===== config.mk =====
export PLATFORM = sky130hd
export DESIGN_NAME = stepper_step_and_microstep_sequencer
export DESIGN_NICKNAME = d
export VERILOG_FILES = /design/src/ssms_pkg.sv /design/src/ssms_step_rom.sv /design/src/ssms_ramp.sv /design/src/stepper_step_and_microstep_sequencer.sv
export SDC_FILE = /design/constraint.sdc
export NUM_CORES = 1
export LEC_CHECK = 0
export ABC_AREA = 1
export BUFFER_PORTS_ARGS = -buffer_cell sky130_fd_sc_hd__buf_2
export CAP_MARGIN = 5
export CORE_UTILIZATION = 55
export CTS_CLUSTER_DIAMETER = 40
export CTS_CLUSTER_SIZE = 24
export DETAILED_ROUTE_END_ITERATION = 12
export PLACE_DENSITY = 0.74
export SLEW_MARGIN = 30
export SYNTH_ARGS = -nofsm -noshare
export SYNTH_HDL_FRONTEND = slang
export SYNTH_SLANG_ARGS = --single-unit

===== constraint.sdc =====
create_clock -name clk -period 16.1 [get_ports clk]
set_input_delay 4.025 -clock clk [delete_from_list [all_inputs] [get_ports clk]]
set_output_delay 4.025 -clock clk [all_outputs]
set_load 0.05 [all_outputs]

===== src/ssms_pkg.sv =====
// shared constants, codes and types for the stepper step and microstep sequencer
// no dependencies; imported by every module under src
package ssms_pkg;

  localparam int PWM_FULL = 65535;
  localparam int MAX_DIV  = 256;

  localparam int DIV_W     = 9;
  localparam int CNT_W     = 16;
  localparam int TICK_W    = 16;
  localparam int DUTY_W    = 16;
  localparam int IDX_W     = 10;
  localparam int DIV_IDX_W = $clog2(MAX_DIV);
  localparam int ACC_W     = DUTY_W + 2;

  // request kinds
  localparam logic [1:0] REQ_LOAD  = 2'd0;
  localparam logic [1:0] REQ_FULL  = 2'd1;
  localparam logic [1:0] REQ_MICRO = 2'd2;

  // reported drive mode
  localparam logic [1:0] DRV_IDLE  = 2'd0;
  localparam logic [1:0] DRV_FULL  = 2'd1;
  localparam logic [1:0] DRV_MICRO = 2'd2;

  // stored mode: idle, full-step, otherwise the division in use
  localparam logic [DIV_W-1:0] MODE_IDLE = DIV_W'(0);
  localparam logic [DIV_W-1:0] MODE_FULL = DIV_W'(1);

  typedef logic [3:0][DUTY_W-1:0] duty_vec_t;

  localparam duty_vec_t DUTY_RESET = {DUTY_W'(PWM_FULL), DUTY_W'(0), DUTY_W'(0), DUTY_W'(1)};

  typedef struct packed {
    duty_vec_t        duty;
    logic [IDX_W-1:0] index;
  } ramp_t;

endpackage


===== src/ssms_step_rom.sv =====
// duty increment per microstep, PWM_FULL / division, as a constant table
// depends on ssms_pkg
module ssms_step_rom import ssms_pkg::*; (
  input  logic [DIV_W-1:0]  div,
  output logic [DUTY_W-1:0] add
);

  logic [DUTY_W-1:0]    tab [MAX_DIV];
  logic [DIV_W-1:0]     div_m1;

  for (genvar g = 0; g < MAX_DIV; g++) begin : g_tab
    localparam logic [DUTY_W-1:0] STEP = DUTY_W'(PWM_FULL / (g + 1));
    assign tab[g] = STEP;
  end

  // division is already limited to 1..MAX_DIV
  assign div_m1 = div - DIV_W'(1);
  assign add    = tab[div_m1[DIV_IDX_W-1:0]];

endmodule


===== src/ssms_ramp.sv =====
// one microstep of the four-channel duty ramp with clamping and index wrap
// depends on ssms_pkg
module ssms_ramp import ssms_pkg::*; (
  input  logic [IDX_W-1:0]  index,
  input  logic [DIV_W-1:0]  div,
  input  logic [DUTY_W-1:0] add,
  input  duty_vec_t         duty_in,
  output ramp_t             ramp
);

  logic [IDX_W:0]           div2;
  logic [IDX_W:0]           div3;
  logic [IDX_W:0]           div4;
  logic [IDX_W:0]           idx_ext;
  logic [IDX_W-1:0]         idx;
  logic [1:0]               quarter;
  logic signed [ACC_W-1:0]  step;
  logic signed [ACC_W-1:0]  acc [4];

  always_comb begin
    div2    = {1'b0, div, 1'b0};
    div3    = div2 + (IDX_W+1)'(div);
    div4    = {div, 2'b00};
    // index left over from another division restarts the cycle
    idx_ext = ((IDX_W+1)'(index) >= div4) ? '0 : (IDX_W+1)'(index);
    idx     = idx_ext[IDX_W-1:0];

    if (idx_ext < (IDX_W+1)'(div))  quarter = 2'd0;
    else if (idx_ext < div2)        quarter = 2'd1;
    else if (idx_ext < div3)        quarter = 2'd2;
    else                            quarter = 2'd3;

    step = signed'({2'b00, add});
    for (int i = 0; i < 4; i++) acc[i] = signed'({2'b00, duty_in[i]});

    case (quarter)
      2'd0: begin
        acc[1] = '0;
        acc[0] = acc[0] + step;
        acc[3] = acc[3] - step;
      end
      2'd1: begin
        acc[3] = '0;
        acc[2] = acc[2] + step;
        acc[0] = acc[0] - step;
      end
      2'd2: begin
        acc[0] = '0;
        acc[2] = acc[2] - step;
        acc[1] = acc[1] + step;
      end
      default: begin
        acc[2] = '0;
        acc[1] = acc[1] - step;
        acc[3] = acc[3] + step;
      end
    endcase

    for (int i = 0; i < 4; i++) begin
      if (acc[i] < 0)                              ramp.duty[i] = '0;
      else if (acc[i] > ACC_W'(PWM_FULL))          ramp.duty[i] = DUTY_W'(PWM_FULL);
      else                                         ramp.duty[i] = acc[i][DUTY_W-1:0];
    end

    if (idx_ext == div4 - (IDX_W+1)'(1)) ramp.index = '0;
    else                                 ramp.index = idx + IDX_W'(1);
  end

endmodule


===== src/stepper_step_and_microstep_sequencer.sv =====
// top level of the two-coil stepper sequencer: handshakes, state and result register
// depends on ssms_pkg, ssms_step_rom and ssms_ramp
//
//  channel   dir  handshake            payload
//  s_*       in   s_tvalid/s_tready    tuser req_type, tdata move_count, tick_counter
//  m_*       out  m_tvalid/m_tready    tuser drive_mode, tdata phase, duties, count, busy
//  cfg_*     in   cfg_valid/cfg_ready  cfg_data microstep_division
//
// every word gives exactly one result word, via the input and result registers
// a word moves from the input register into the result register and updates the
// sequencer state at the same edge; one word per cycle is sustained while m_tready is high
// that path runs through the 16x9 count scaling, then decrement and zero check
// rst is synchronous; it clears control state, sets division to 16 and duties to 1,0,0,full
// when m_tready is low the result register holds and the input register fills, then
// s_tready drops; cfg_ready is always high
module stepper_step_and_microstep_sequencer import ssms_pkg::*; (
  input  logic             clk,
  input  logic             rst,
  input  logic             s_tvalid,
  output logic             s_tready,
  input  logic [31:0]      s_tdata,   // move_count, tick_counter
  input  logic [1:0]       s_tuser,   // req_type
  output logic             m_tvalid,
  input  logic             m_tready,
  output logic [87:0]      m_tdata,   // coil_phase, duty_ch1..4, steps_left, busy_res, pad
  output logic [1:0]       m_tuser,   // drive_mode
  input  logic             cfg_valid,
  output logic             cfg_ready,
  input  logic [DIV_W-1:0] cfg_data   // microstep_division
);

  // configuration
  logic [DIV_W-1:0]  division;

  // input register
  logic              in_valid;
  logic [1:0]        in_req;
  logic [CNT_W-1:0]  in_count;
  logic [TICK_W-1:0] in_tick;

  // sequencer state
  logic [CNT_W-1:0]  remaining;
  logic [DIV_W-1:0]  active_mode;
  logic [TICK_W-1:0] last_full_tick;
  logic [TICK_W-1:0] last_micro_tick;
  logic [IDX_W-1:0]  micro_index;
  logic [1:0]        phase_reg;
  duty_vec_t         duty_acc;
  logic              micro_kind;

  logic [CNT_W-1:0]  remaining_next;
  logic [DIV_W-1:0]  active_mode_next;
  logic [TICK_W-1:0] last_full_tick_next;
  logic [TICK_W-1:0] last_micro_tick_next;
  logic [IDX_W-1:0]  micro_index_next;
  logic [1:0]        phase_reg_next;
  duty_vec_t         duty_acc_next;
  logic              micro_kind_next;

  // result register
  logic [1:0]        out_phase;
  duty_vec_t         out_duty;
  logic [CNT_W-1:0]  out_steps;
  logic              out_busy;
  logic [1:0]        out_drive;
  logic [1:0]        drive_next;

  logic                    advance;
  logic [DIV_W-1:0]        div_eff;
  logic [DUTY_W-1:0]       step_add;
  ramp_t                   ramp;
  logic [CNT_W+DIV_W-1:0]  product;
  logic [CNT_W-1:0]        scaled;

  assign advance   = !m_tvalid || m_tready;
  assign s_tready  = !in_valid || advance;
  assign cfg_ready = 1'b1;

  // a zero division acts as one, anything above the table as its top
  always_comb begin
    if (division == '0)                      div_eff = DIV_W'(1);
    else if (division > DIV_W'(MAX_DIV))     div_eff = DIV_W'(MAX_DIV);
    else                                     div_eff = division;
  end

  ssms_step_rom u_rom (
    .div (div_eff),
    .add (step_add)
  );

  ssms_ramp u_ramp (
    .index   (micro_index),
    .div     (div_eff),
    .add     (step_add),
    .duty_in (duty_acc),
    .ramp    (ramp)
  );

  // count rescaled to microsteps when the division in use changes, saturating
  assign product = (CNT_W+DIV_W)'(remaining) * (CNT_W+DIV_W)'(div_eff);
  assign scaled  = (|product[CNT_W+DIV_W-1:CNT_W]) ? '1 : product[CNT_W-1:0];

  always_comb begin
    remaining_next       = remaining;
    active_mode_next     = active_mode;
    last_full_tick_next  = last_full_tick;
    last_micro_tick_next = last_micro_tick;
    micro_index_next     = micro_index;
    phase_reg_next       = phase_reg;
    duty_acc_next        = duty_acc;
    micro_kind_next      = micro_kind;

    case (in_req)
      REQ_LOAD: begin
        remaining_next = in_count;
      end
      REQ_FULL: begin
        if (remaining != '0) begin
          active_mode_next = MODE_FULL;
          micro_kind_next  = 1'b0;
          if (in_tick != last_full_tick) begin
            last_full_tick_next = in_tick;
            phase_reg_next      = in_tick[1:0] - 2'd1;
            remaining_next      = remaining - CNT_W'(1);
          end
        end
      end
      REQ_MICRO: begin
        if (remaining != '0) begin
          micro_kind_next  = 1'b1;
          active_mode_next = div_eff;
          remaining_next   = (active_mode != div_eff) ? scaled : remaining;
          if (in_tick != last_micro_tick) begin
            last_micro_tick_next = in_tick;
            micro_index_next     = ramp.index;
            remaining_next       = remaining_next - CNT_W'(1);
            // move finished: back to the holding duties
            duty_acc_next        = (remaining_next == '0) ? DUTY_RESET : ramp.duty;
          end
        end
      end
      default: begin
      end
    endcase

    if (remaining_next == '0) active_mode_next = MODE_IDLE;

    if (active_mode_next == MODE_IDLE) drive_next = DRV_IDLE;
    else if (micro_kind_next)          drive_next = DRV_MICRO;
    else                               drive_next = DRV_FULL;
  end

  always_ff @(posedge clk) begin
    if (rst) begin
      division <= DIV_W'(16);
    end else if (cfg_valid && cfg_ready) begin
      division <= cfg_data;
    end
  end

  always_ff @(posedge clk) begin
    if (rst) begin
      in_valid <= 1'b0;
    end else if (s_tvalid && s_tready) begin
      in_valid <= 1'b1;
    end else if (advance) begin
      in_valid <= 1'b0;
    end
  end

  always_ff @(posedge clk) begin
    if (s_tvalid && s_tready) begin
      in_req   <= s_tuser;
      in_count <= s_tdata[CNT_W-1:0];
      in_tick  <= s_tdata[CNT_W+TICK_W-1:CNT_W];
    end
  end

  always_ff @(posedge clk) begin
    if (rst) begin
      remaining       <= '0;
      active_mode     <= MODE_IDLE;
      last_full_tick  <= '0;
      last_micro_tick <= '0;
      micro_index     <= '0;
      phase_reg       <= '0;
      duty_acc        <= DUTY_RESET;
      micro_kind      <= 1'b0;
    end else if (in_valid && advance) begin
      remaining       <= remaining_next;
      active_mode     <= active_mode_next;
      last_full_tick  <= last_full_tick_next;
      last_micro_tick <= last_micro_tick_next;
      micro_index     <= micro_index_next;
      phase_reg       <= phase_reg_next;
      duty_acc        <= duty_acc_next;
      micro_kind      <= micro_kind_next;
    end
  end

  always_ff @(posedge clk) begin
    if (rst) begin
      m_tvalid <= 1'b0;
    end else if (advance) begin
      m_tvalid <= in_valid;
    end
  end

  always_ff @(posedge clk) begin
    if (in_valid && advance) begin
      out_phase <= phase_reg_next;
      out_duty  <= duty_acc_next;
      out_steps <= remaining_next;
      out_busy  <= (remaining_next != '0);
      out_drive <= drive_next;
    end
  end

  assign m_tdata = {5'b00000, out_busy, out_steps, out_duty[3], out_duty[2], out_duty[1],
                    out_duty[0], out_phase};
  assign m_tuser = out_drive;

`ifndef NO_ASSERTIONS
  // an empty count always leaves the sequencer idle
  a_idle_at_zero: assert property (@(posedge clk) disable iff (rst)
    (remaining == '0) |-> (active_mode == MODE_IDLE))
    else $error("sequencer not idle with zero count");

  // busy flag follows the reported count, and a zero count reports idle
  a_busy_matches: assert property (@(posedge clk) disable iff (rst)
    m_tvalid |-> ((out_busy == (out_steps != '0)) &&
                  ((out_steps != '0) || (out_drive == DRV_IDLE))))
    else $error("busy or drive mode disagrees with steps left");

  // state only moves when a word passes into the result register
  a_state_hold: assert property (@(posedge clk) disable iff (rst)
    !(in_valid && advance) |=> ($stable(remaining) && $stable(duty_acc) &&
                                $stable(micro_index)))
    else $error("sequencer state changed without a word");
`endif

endmodule

# After elaboration in Yosys (flattened, before gate mapping)
# Memory sizes are Yosys's and may differ from the RTL's.
# Cells that the tools add are included.
[word_totals]
ff_bits = 264
romBits = 4096
input_bits = 48
output_inout_bits = 93
word_cells = 128
n_memories = 1
[op_classes]
add_sub_neg = 15
multipliers = 1
magnitude_cmp = 14
eq_ne = 8
muxes = 45
n_bitwise = 1
reduce_logical = 18
[memory_table]
columns = ["name", "depth", "word_bits", "read_ports", "rd_clocked_by_memory_dff", "wr", "line_no", "rtl"]
rows = [
  ["(name not given)", 256, 16, 1, 0, 0, "ssms_step_rom.sv:18", "assign add = tab[div_m1[DIV_IDX_W-1:0]];"],
]
[ops]
columns = ["cell", "count"]
rows = [
  ["two-way mux 16 bit", 16],
  ["two-way mux 64 bit", 4],
  ["case mux 18 bit (3 select lines)", 4],
  ["> comparator 18 x 17 -> 1 bit (second input constant)", 4],
  ["less-than comparator 18 x 1 -> 1 bit (second input constant)", 4],
  ["adder 16 x 16 -> 17 bit", 4],
  ["subtractor 16 x 16 -> 17 bit", 4],
  ["case mux 16 bit (3 select lines)", 1],
  ["two-way mux 9 bit", 5],
  ["zero test 16 bit", 2],
  ["inequality test 16 bit", 2],
  ["nonzero test 16 bit", 2],
  ["subtractor 16 x 1 -> 16 bit (second input constant)", 2],
  ["multiplier 16 x 9 -> 25 bit", 1],
  ["two-way mux 10 bit", 2],
  ["zero test 9 bit", 2],
  ["case mux 9 bit (2 select lines)", 1],
  ["two-way mux 2 bit", 6],
  ["adder 10 x 9 -> 11 bit", 1],
  ["equality test 11 bit", 1],
  ["greater-or-equal comparator 10 x 11 -> 1 bit", 1],
  ["less-than comparator 11 bit", 1],
  ["subtractor 11 x 1 -> 11 bit (second input constant)", 1],
  ["adder 10 x 1 -> 10 bit (second input constant)", 1],
  ["other kinds (19)", 30],
]

# Longest topological paths before layout
# Gate-level depths: netlist (run 1).
[depth]
ltp_word = 18
mapped_depth = 52

# By module
# Synthesis (run 1) repeated with hierarchy kept, for this count alone.
[hier_totals]
cells_unflattened = 4630
area_unflattened_um2 = 30162.7
[by_module_without_submodules]
columns = ["module", "instances", "cells_each", "area_per_inst_um2", "seq_area_each_um2"]
rows = [
  ["stepper_step_and_microstep_sequencer", 1, 2194, 16997.6, 6476.2],
  ["ssms_ramp", 1, 1722, 9790.6, 0.0],
  ["ssms_step_rom", 1, 714, 3374.5, 0.0],
]

# Worst setup path before layout (run 1)
# No wires, ideal clock.
[synth_timing]
path_kind = "input -> output"
startpoint = "input m_tready"
endpoint = "output s_tready"
t_arrival_ps = 4485
setup_slack_ps = 7590
stages = 2
cell_sequence = "inv_1 > nand3_1"
[synth_via]
elab_chain_len = 2
[synth_lines]
columns = ["element", "line_no", "rtl"]
rows = [
  ["start, declared", "stepper_step_and_microstep_sequencer.sv:24", "input logic m_tready,"],
  ["logical OR 1 bit", "stepper_step_and_microstep_sequencer.sv:75", "assign advance = !m_tvalid || m_tready;"],
  ["logical OR 1 bit", "stepper_step_and_microstep_sequencer.sv:76", "assign s_tready = !in_valid || advance;"],
  ["end, declared", "stepper_step_and_microstep_sequencer.sv:20", "output logic s_tready,"],
]
# Every way passes these cells.

# Final worst setup path (run 1)
[layout_timing]
startpoint = "register division[8]"
endpoint = "register out_drive[1], in the netlist m_tuser[1] (data pin)"
[layout_via]
elab_chain_len = 14
[layout_lines]
columns = ["element", "line_no", "rtl"]
rows = [
  ["start, declared", "stepper_step_and_microstep_sequencer.sv:33", "logic [DIV_W-1:0] division;"],
  ["start signal, assigned", "stepper_step_and_microstep_sequencer.sv:157", "division <= cfg_data;"],
  ["> comparator 9 bit", "stepper_step_and_microstep_sequencer.sv:82", "else if (division > DIV_W'(MAX_DIV)) div_eff = DIV_W'(MAX_DIV);"],
  ["two-way mux 9 bit", "stepper_step_and_microstep_sequencer.sv:82", ""],
  ["two-way mux 9 bit (*)", "stepper_step_and_microstep_sequencer.sv:81", "if (division == '0) div_eff = DIV_W'(1);"],
  ["multiplier 16 x 9 -> 25 bit", "stepper_step_and_microstep_sequencer.sv:100", "assign product = (CNT_W+DIV_W)'(remaining) * (CNT_W+DIV_W)'(div_eff);"],
  ["OR reduction 9 bit", "stepper_step_and_microstep_sequencer.sv:101", "assign scaled = (|product[CNT_W+DIV_W-1:CNT_W]) ? '1 : product[CNT_W-1:0];"],
  ["two-way mux 16 bit", "stepper_step_and_microstep_sequencer.sv:101", ""],
  ["two-way mux 16 bit", "stepper_step_and_microstep_sequencer.sv:132", "remaining_next = (active_mode != div_eff) ? scaled : remaining;"],
  ["subtractor 16 x 1 -> 16 bit", "stepper_step_and_microstep_sequencer.sv:136", "remaining_next = remaining_next - CNT_W'(1);"],
  ["two-way mux 16 bit", "stepper_step_and_microstep_sequencer.sv:133", "if (in_tick != last_micro_tick) begin"],
  ["two-way mux 16 bit", "stepper_step_and_microstep_sequencer.sv:129", "if (remaining != '0) begin"],
  ["case mux 16 bit (3 select lines)", "stepper_step_and_microstep_sequencer.sv:113", "case (in_req)"],
  ["zero test 16 bit", "stepper_step_and_microstep_sequencer.sv:146", "if (remaining_next == '0) active_mode_next = MODE_IDLE;"],
  ["two-way mux 9 bit (*)", "stepper_step_and_microstep_sequencer.sv:146", ""],
  ["zero test 9 bit (*)", "stepper_step_and_microstep_sequencer.sv:148", "if (active_mode_next == MODE_IDLE) drive_next = DRV_IDLE;"],
  ["end signal, assigned", "stepper_step_and_microstep_sequencer.sv:215", "out_drive <= drive_next;"],
  ["end, declared", "stepper_step_and_microstep_sequencer.sv:65", "logic [1:0] out_drive;"],
]
# Mark *: on every way between the ends. The rest lies on a longest branch, timed or not.
# A chain may end at the register's enable or synchronous reset.

==> flow_summary.toml, run 1 <==
[placement]
gp_congestion = 1.05
dp_hpwl_um = 66300
numPortBuffers = 134

[cells_and_area]
fillers = 4663
drive_above_1_share_pct = 7.75
syn_to_final_growth_pct = 9.12
final_nets = 4434

[die]
io_pins = 141
core_region_area_um2 = 49400
rows = 81
die_w_um = 227
die_h_um = 227
initial_core_util_pct = 56.2
die_area_um2 = 51300

[run_status]
status = "complete, no violations"

[global_route]
grt-ovfl-total = 0
grt_pass1_wl_um = 140000
gr-max-usage-layer = "met2"
antenna_found_initial = 0
grt_max_degree = 120
grt.total_usage_pct = 34.6
grtUsageMet1_pct = 44.1
met3_usage_pct = 5.87
grt_pass1_vias = 26143
grt_use_met2_pct = 56.3

[clock_tree]
clkTransAtPathRegs_ns = 0.06
clock_latency_ns = 0.56
cts_max_level = 2
holdBufCountCts = 0
cts_buffers = 40
cts_tree = "yes"
post-cts-setup-buffer-count = 0
cts_sinks = 264
cts_resized = 0
clockBufferDepth = 3
cts-root-buf = "clkbuf_16"

[yosys]
syn_avg_cell_area_um2 = 6.94
postSynthCellCount = 3996
synth_ff_type = "dfxtp_1"
synth.most_common_cell = "nand2_1"
yosys_register_bits = 264
async_reset_ff_share_pct = 0
synth_top_area_share_pct = 12.9
synth_top_cell_by_area = "edfxtp_1"
synthTopCellsByArea = "edfxtp_1 13%, ha_1 11%, nand2_1 11%"
synth_edf_count = 119
synth_area_um2 = 27700
synth_commonest_cells = "789 x nand2_1, 592 x inv_1, 359 x a21oi_1, 359 x nor2_1, 272 x o21ai_0"
yosysUniqueCellTypes = 64
yosysSeqAreaShare_pct = 23.4
yosys_warnings = 0

[power]
p_int_uw = 1780
switching_share_pct = 45.8
power_frac_seq_pct = 23.9
power_density_nw_per_um2 = 108
p_leak_uw = 0.0142
clkPwrFrac_pct = 28.3
peakVddDrop_mv = 0.101
switching_power_uw = 1500
comb_power_share_pct = 47.8
power.total_uw = 3280

[timing]
max_freq_mhz = 104
slew_violations = 0
setup_violations = 0
skew_ns = 0.0225
tightest_slew_ns = 0.968
relSlewSlack_pct = 35.5
fin_crit_sh_pct = 59.9
hold_viol_final = 0
tns_ns = 0
period_needed_ns = 9.64
rsz0062_at_grt = "no"

[critical_path]
path_class = "flip-flop to flip-flop"
startpoint_type = "flip-flop"
slowest_delay_ns = 0.75
crit_top_cell = "nand2_1"
end_kind = "flip-flop"
cp.required_ns = 16.41
critPathArrivalTime_ns = 9.95
worstPathMaxFanout = 26
crit_slowest_cell = "clkinv_1"

[drt]
drt_wl_total_um = 89100
drt_iter0_drc = 3242
ant_nets = 0
vias = 27846
drc_errors = 0
viasPerCell = 5.89
wl_per_cell_um = 18.8
dr.pass1.iters = 6

[flow_run]
maxCapViolations = 0

[worst_hold_path]
min_path_type = "flip-flop to flip-flop"
==> per-layer routing <==
metal	wire, µm	part of all wire (%)
met1	36100	40
met2	40500	45
met3	7650	8.6
met4	4850	5.4
met5	0	0
==> worst max-delay path: cells and delay by family, from the launching register on <==
family          cells  cell delay [ns]
simple gates       27             4.38
fa+ha+maj           6             2.45
buf+inv            10             1.39
flops               1             0.68
compound gates      2             0.43
==> cell type report <==
| type | count | area (µm²) | share of cell area (%) |
|---|---|---|---|
| tap | 664 | 831 | 2.75 |
| antenna | 1 | 2.50 | 0.00827 |
| timing repair buffer | 172 | 958 | 3.17 |
| clock inverter | 31 | 413 | 1.36 |
| sequential | 264 | 6480 | 21.4 |
| clock buffer | 43 | 1050 | 3.49 |
| multi-input combinational | 2940 | 18200 | 60.2 |
| inverter | 615 | 2320 | 7.65 |
==> path summary, 6_finish.rpt <==
kind	start	endpoint	slack, ns	cells past startpoint
setup / recovery	division[8]	m_tuser[1]	6.46	45
hold / removal	last_full_tick[13]	last_full_tick[13]	0.47	2
setup reg to reg	division[8]	m_tuser[1]	6.46	45
hold reg to reg	last_full_tick[13]	last_full_tick[13]	0.47	2
==> through the flow <==
stage               instance area [µm²]  util (%)  hold slack, ns  setup WS [ns]  std cells
CTS                               30300      61.3           0.469           6.16       4729
floorplan                         27800         -           0.434           7.59       4000
detailed placement                28800      58.3           0.459           6.15       4655
finish                            30300      61.3           0.466           6.46       4730
global placement                  28800      58.3           0.449           6.23       4655
global route                      30300      61.3           0.485           5.58       4729
==> power by group through the flow <==
| stage | registers [µW] | clock network (µW) | logic (µW) |
|---|---|---|---|
| finish | 783 | 929 | 1570 |
| global route | 786 | 969 | 1720 |
| CTS | 781 | 938 | 1530 |
| detailed placement | 795 | 0 | 1520 |
| global placement | 795 | 0 | 1520 |
| floorplan | 820 | 0 | 1060 |
==> cells in the final DEF, fill, tap and decap left out, types with 33 or more instances in the layout <==
cell type  synthesis  layout
nand2_1          789     789
inv_1            592     591
a21oi_1          359     359
nor2_1           359     357
o21ai_0          272     272
ha_1             245     244
nand3_1          229     229
dfxtp_1          145     144
buf_2             22     133
edfxtp_1         119     119
fa_1             108     108
xor2_1            81      81
nand4_1           43      43
clkbuf_16          0      42
o2111ai_1         41      41
nor3_1            39      39
buf_4              9      39
o21ai_1           35      35
o211ai_1          33      33
==> kinds of logic after synthesis <==
logic type / count (synthesis) / synth area share [%]
DFF: 264 / 23.4
buffers and inverters: 796 / 11.1
adders and majority gates: 353 / 18.8
other: 2 / 0.0271
and+or+nand+nor: 1533 / 23.3
xor gates and xnor gates: 107 / 3.38
AOI/OAI and AO/OA: 941 / 20.0
No activity file was read; power rests on OpenSTA's default activity.
==> run 2, diff against run 1 <==
PLACE_DENSITY = 0.77   (was 0.74)
clock period = 8.5 ns   (was 16.1 ns; I/O delays follow)
==> flow_summary.toml, run 2 (synthesis gave the netlist of run 1 again) <==
[critical_path]
reg2reg_from = "division[4]"
timing.rr.end = "m_tdata[44]"
crit_top_cell = "nand2_1"
r2r_setup_slack_ns = 0.56
path_buf_inv = 9
end_kind = "flip-flop"
startpoint_type = "flip-flop"
rr_worst_depth = 43
path_class = "flip-flop to flip-flop"
critPathArrivalTime_ns = 8.23
cp.required_ns = 8.79
crit_slowest_cell = "fa_1"
path_delay_family = "simple AND/OR/NAND/NOR gates"
worstPathMaxFanout = 31
slowest_delay_ns = 0.56

[clock_tree]
cts_sinks = 264
cts-root-buf = "clkbuf_16"
cts_max_level = 2
cts_buffers = 36
cts_tree = "yes"
clockBufferDepth = 3
clock_latency_ns = 0.58
clkTransAtPathRegs_ns = 0.06

[timing]
setup_violations = 0
tightest_slew_ns = 0.868
max_freq_mhz = 126
worst_slack_ns = 0.562
rsz0062_at_grt = "no"
fin_crit_sh_pct = 93.4
tns_ns = 0
period_needed_ns = 7.94
relSlewSlack_pct = 42.1
hold_viol_final = 0
skew_ns = 0.0389
slew_violations = 0

[drt]
drt_wl_total_um = 91600
viasPerCell = 5.94
ant_nets = 0
dr.pass1.iters = 7
vias = 28255
drc_errors = 0
drt_iter0_drc = 3141
wl_per_cell_um = 19.3

[power]
switching_power_uw = 2880
p_leak_uw = 0.0143
comb_power_share_pct = 49.6
power_density_nw_per_um2 = 201
peakVddDrop_mv = 0.166
p_int_uw = 3240
clkPwrFrac_pct = 26.2
power_frac_seq_pct = 24.2
power.total_uw = 6130
switching_share_pct = 47.1

[global_route]
grt_max_degree = 110
grt-ovfl-total = 0
grt_pass1_vias = 25971
grt.total_usage_pct = 35.4
antenna_found_initial = 0
grt_pass1_wl_um = 142000

[worst_hold_path]
min-delay-start = "micro_index[1]"
min_path_type = "flip-flop to flip-flop"
whs_endpoint = "micro_index[1]"
min_path_cells = 2

[die]
die_area_um2 = 51300
io_pins = 141
die_h_um = 227
die_w_um = 227
rows = 81
initial_core_util_pct = 56.2
core_region_area_um2 = 49400

[cells_and_area]
syn_to_final_growth_pct = 9.73
antenna_cells = 0
final_nets = 4468
drive_above_1_share_pct = 8.52
final_common_cell = "nand2_1"
final_cell_mix = "789 x nand2_1, 591 x inv_1, 359 x a21oi_1, 358 x nor2_1, 272 x o21ai_0"
fillers = 4636

[run_status]
status = "complete, no violations"

[placement]
dp_hpwl_um = 68700
pre_cts_slack_ns = 0.324
gp_congestion = 1.03
numPortBuffers = 134

[flow_run]
maxCapViolations = 0
## run 2: changes by cell type in the layout (fill, tap and decap cells not counted), sizes merged
cell	change
bufinv	-1
clkinvlp	+5
clkbuf	-7
buf	+38
clkinv	-6
diode	-1
inv	+1
## run 2: per-layer routing
| metal | track usage, % | vias to the layer above | part of all wire [%] | wire length (µm) |
|---|---|---|---|---|
| li1 | - | 13441 | - | - |
| met5 | 0 | - | 0 | 0 |
| met3 | 5.48 | 301 | 9.6 | 8800 |
| met4 | 18.3 | 0 | 5.5 | 5060 |
| met2 | 55.5 | 1505 | 44 | 40600 |
| met1 | 47.0 | 13008 | 41 | 37200 |
## run 2: repair_timing
action                     CTS  global route
gates resized for setup      0            10
setup buffers                0             3
hold buffers                 0             0
setup endpoints to repair    0           134
## run 2: power by group through the flow
stage	combinational (µW)	clock (µW)	sequential, µW
finish	3040	1610	1480
global route	3310	1680	1490
CTS	2950	1620	1480
detailed placement	2930	0	1500
global placement	2940	0	1500
floorplan	2010	0	1550
## run 2: worst max path at each step
| stage | from | endpoint | slack, ns | depth (start not counted) |
|---|---|---|---|---|
| after detailed placement | division[8] | m_tdata[62] | 0.32 | 40 |
| after global routing | division[4] | m_tdata[34] | 0.01 | 44 |
| final | division[4] | m_tdata[44] | 0.56 | 43 |
| after floorplan | division[8] | m_tdata[5] | 0.96 | 47 |
| after CTS | division[8] | m_tdata[62] | 0.30 | 40 |
| after global placement | division[8] | m_tdata[62] | 0.59 | 43 |
## run 2: layout make-up
| class | count | area, µm² | area share, % |
|---|---|---|---|
| clock inverter | 30 | 389 | 1.28 |
| sequential | 264 | 6480 | 21.3 |
| clock buffer | 36 | 901 | 2.96 |
| inverter | 615 | 2330 | 7.66 |
| timing repair buffer | 210 | 1280 | 4.21 |
| multi-input combinational | 2940 | 18200 | 59.9 |
| tap | 664 | 831 | 2.73 |
## run 2: metrics by stage
stage | hold slack [ns] | util, % | cell area [µm²] | std cells
floorplan | 0.434 | - | 27800 | 4000
global placement | 0.447 | 58.9 | 29000 | 4689
detailed placement | 0.459 | 58.9 | 29100 | 4690
CTS | 0.467 | 61.5 | 30400 | 4756
global route | 0.481 | 61.7 | 30400 | 4759
finish | 0.465 | 61.7 | 30400 | 4759
## run 2: worst register-to-register path: cells and delay by family, from the launching register on
family | cells | cell delay (ns)
and+or+nand+nor | 26 | 3.51
adders and majority gates | 6 | 2.63
AOI/OAI and AO/OA | 2 | 0.33
DFF | 1 | 0.35
buffers and inverters | 9 | 0.83
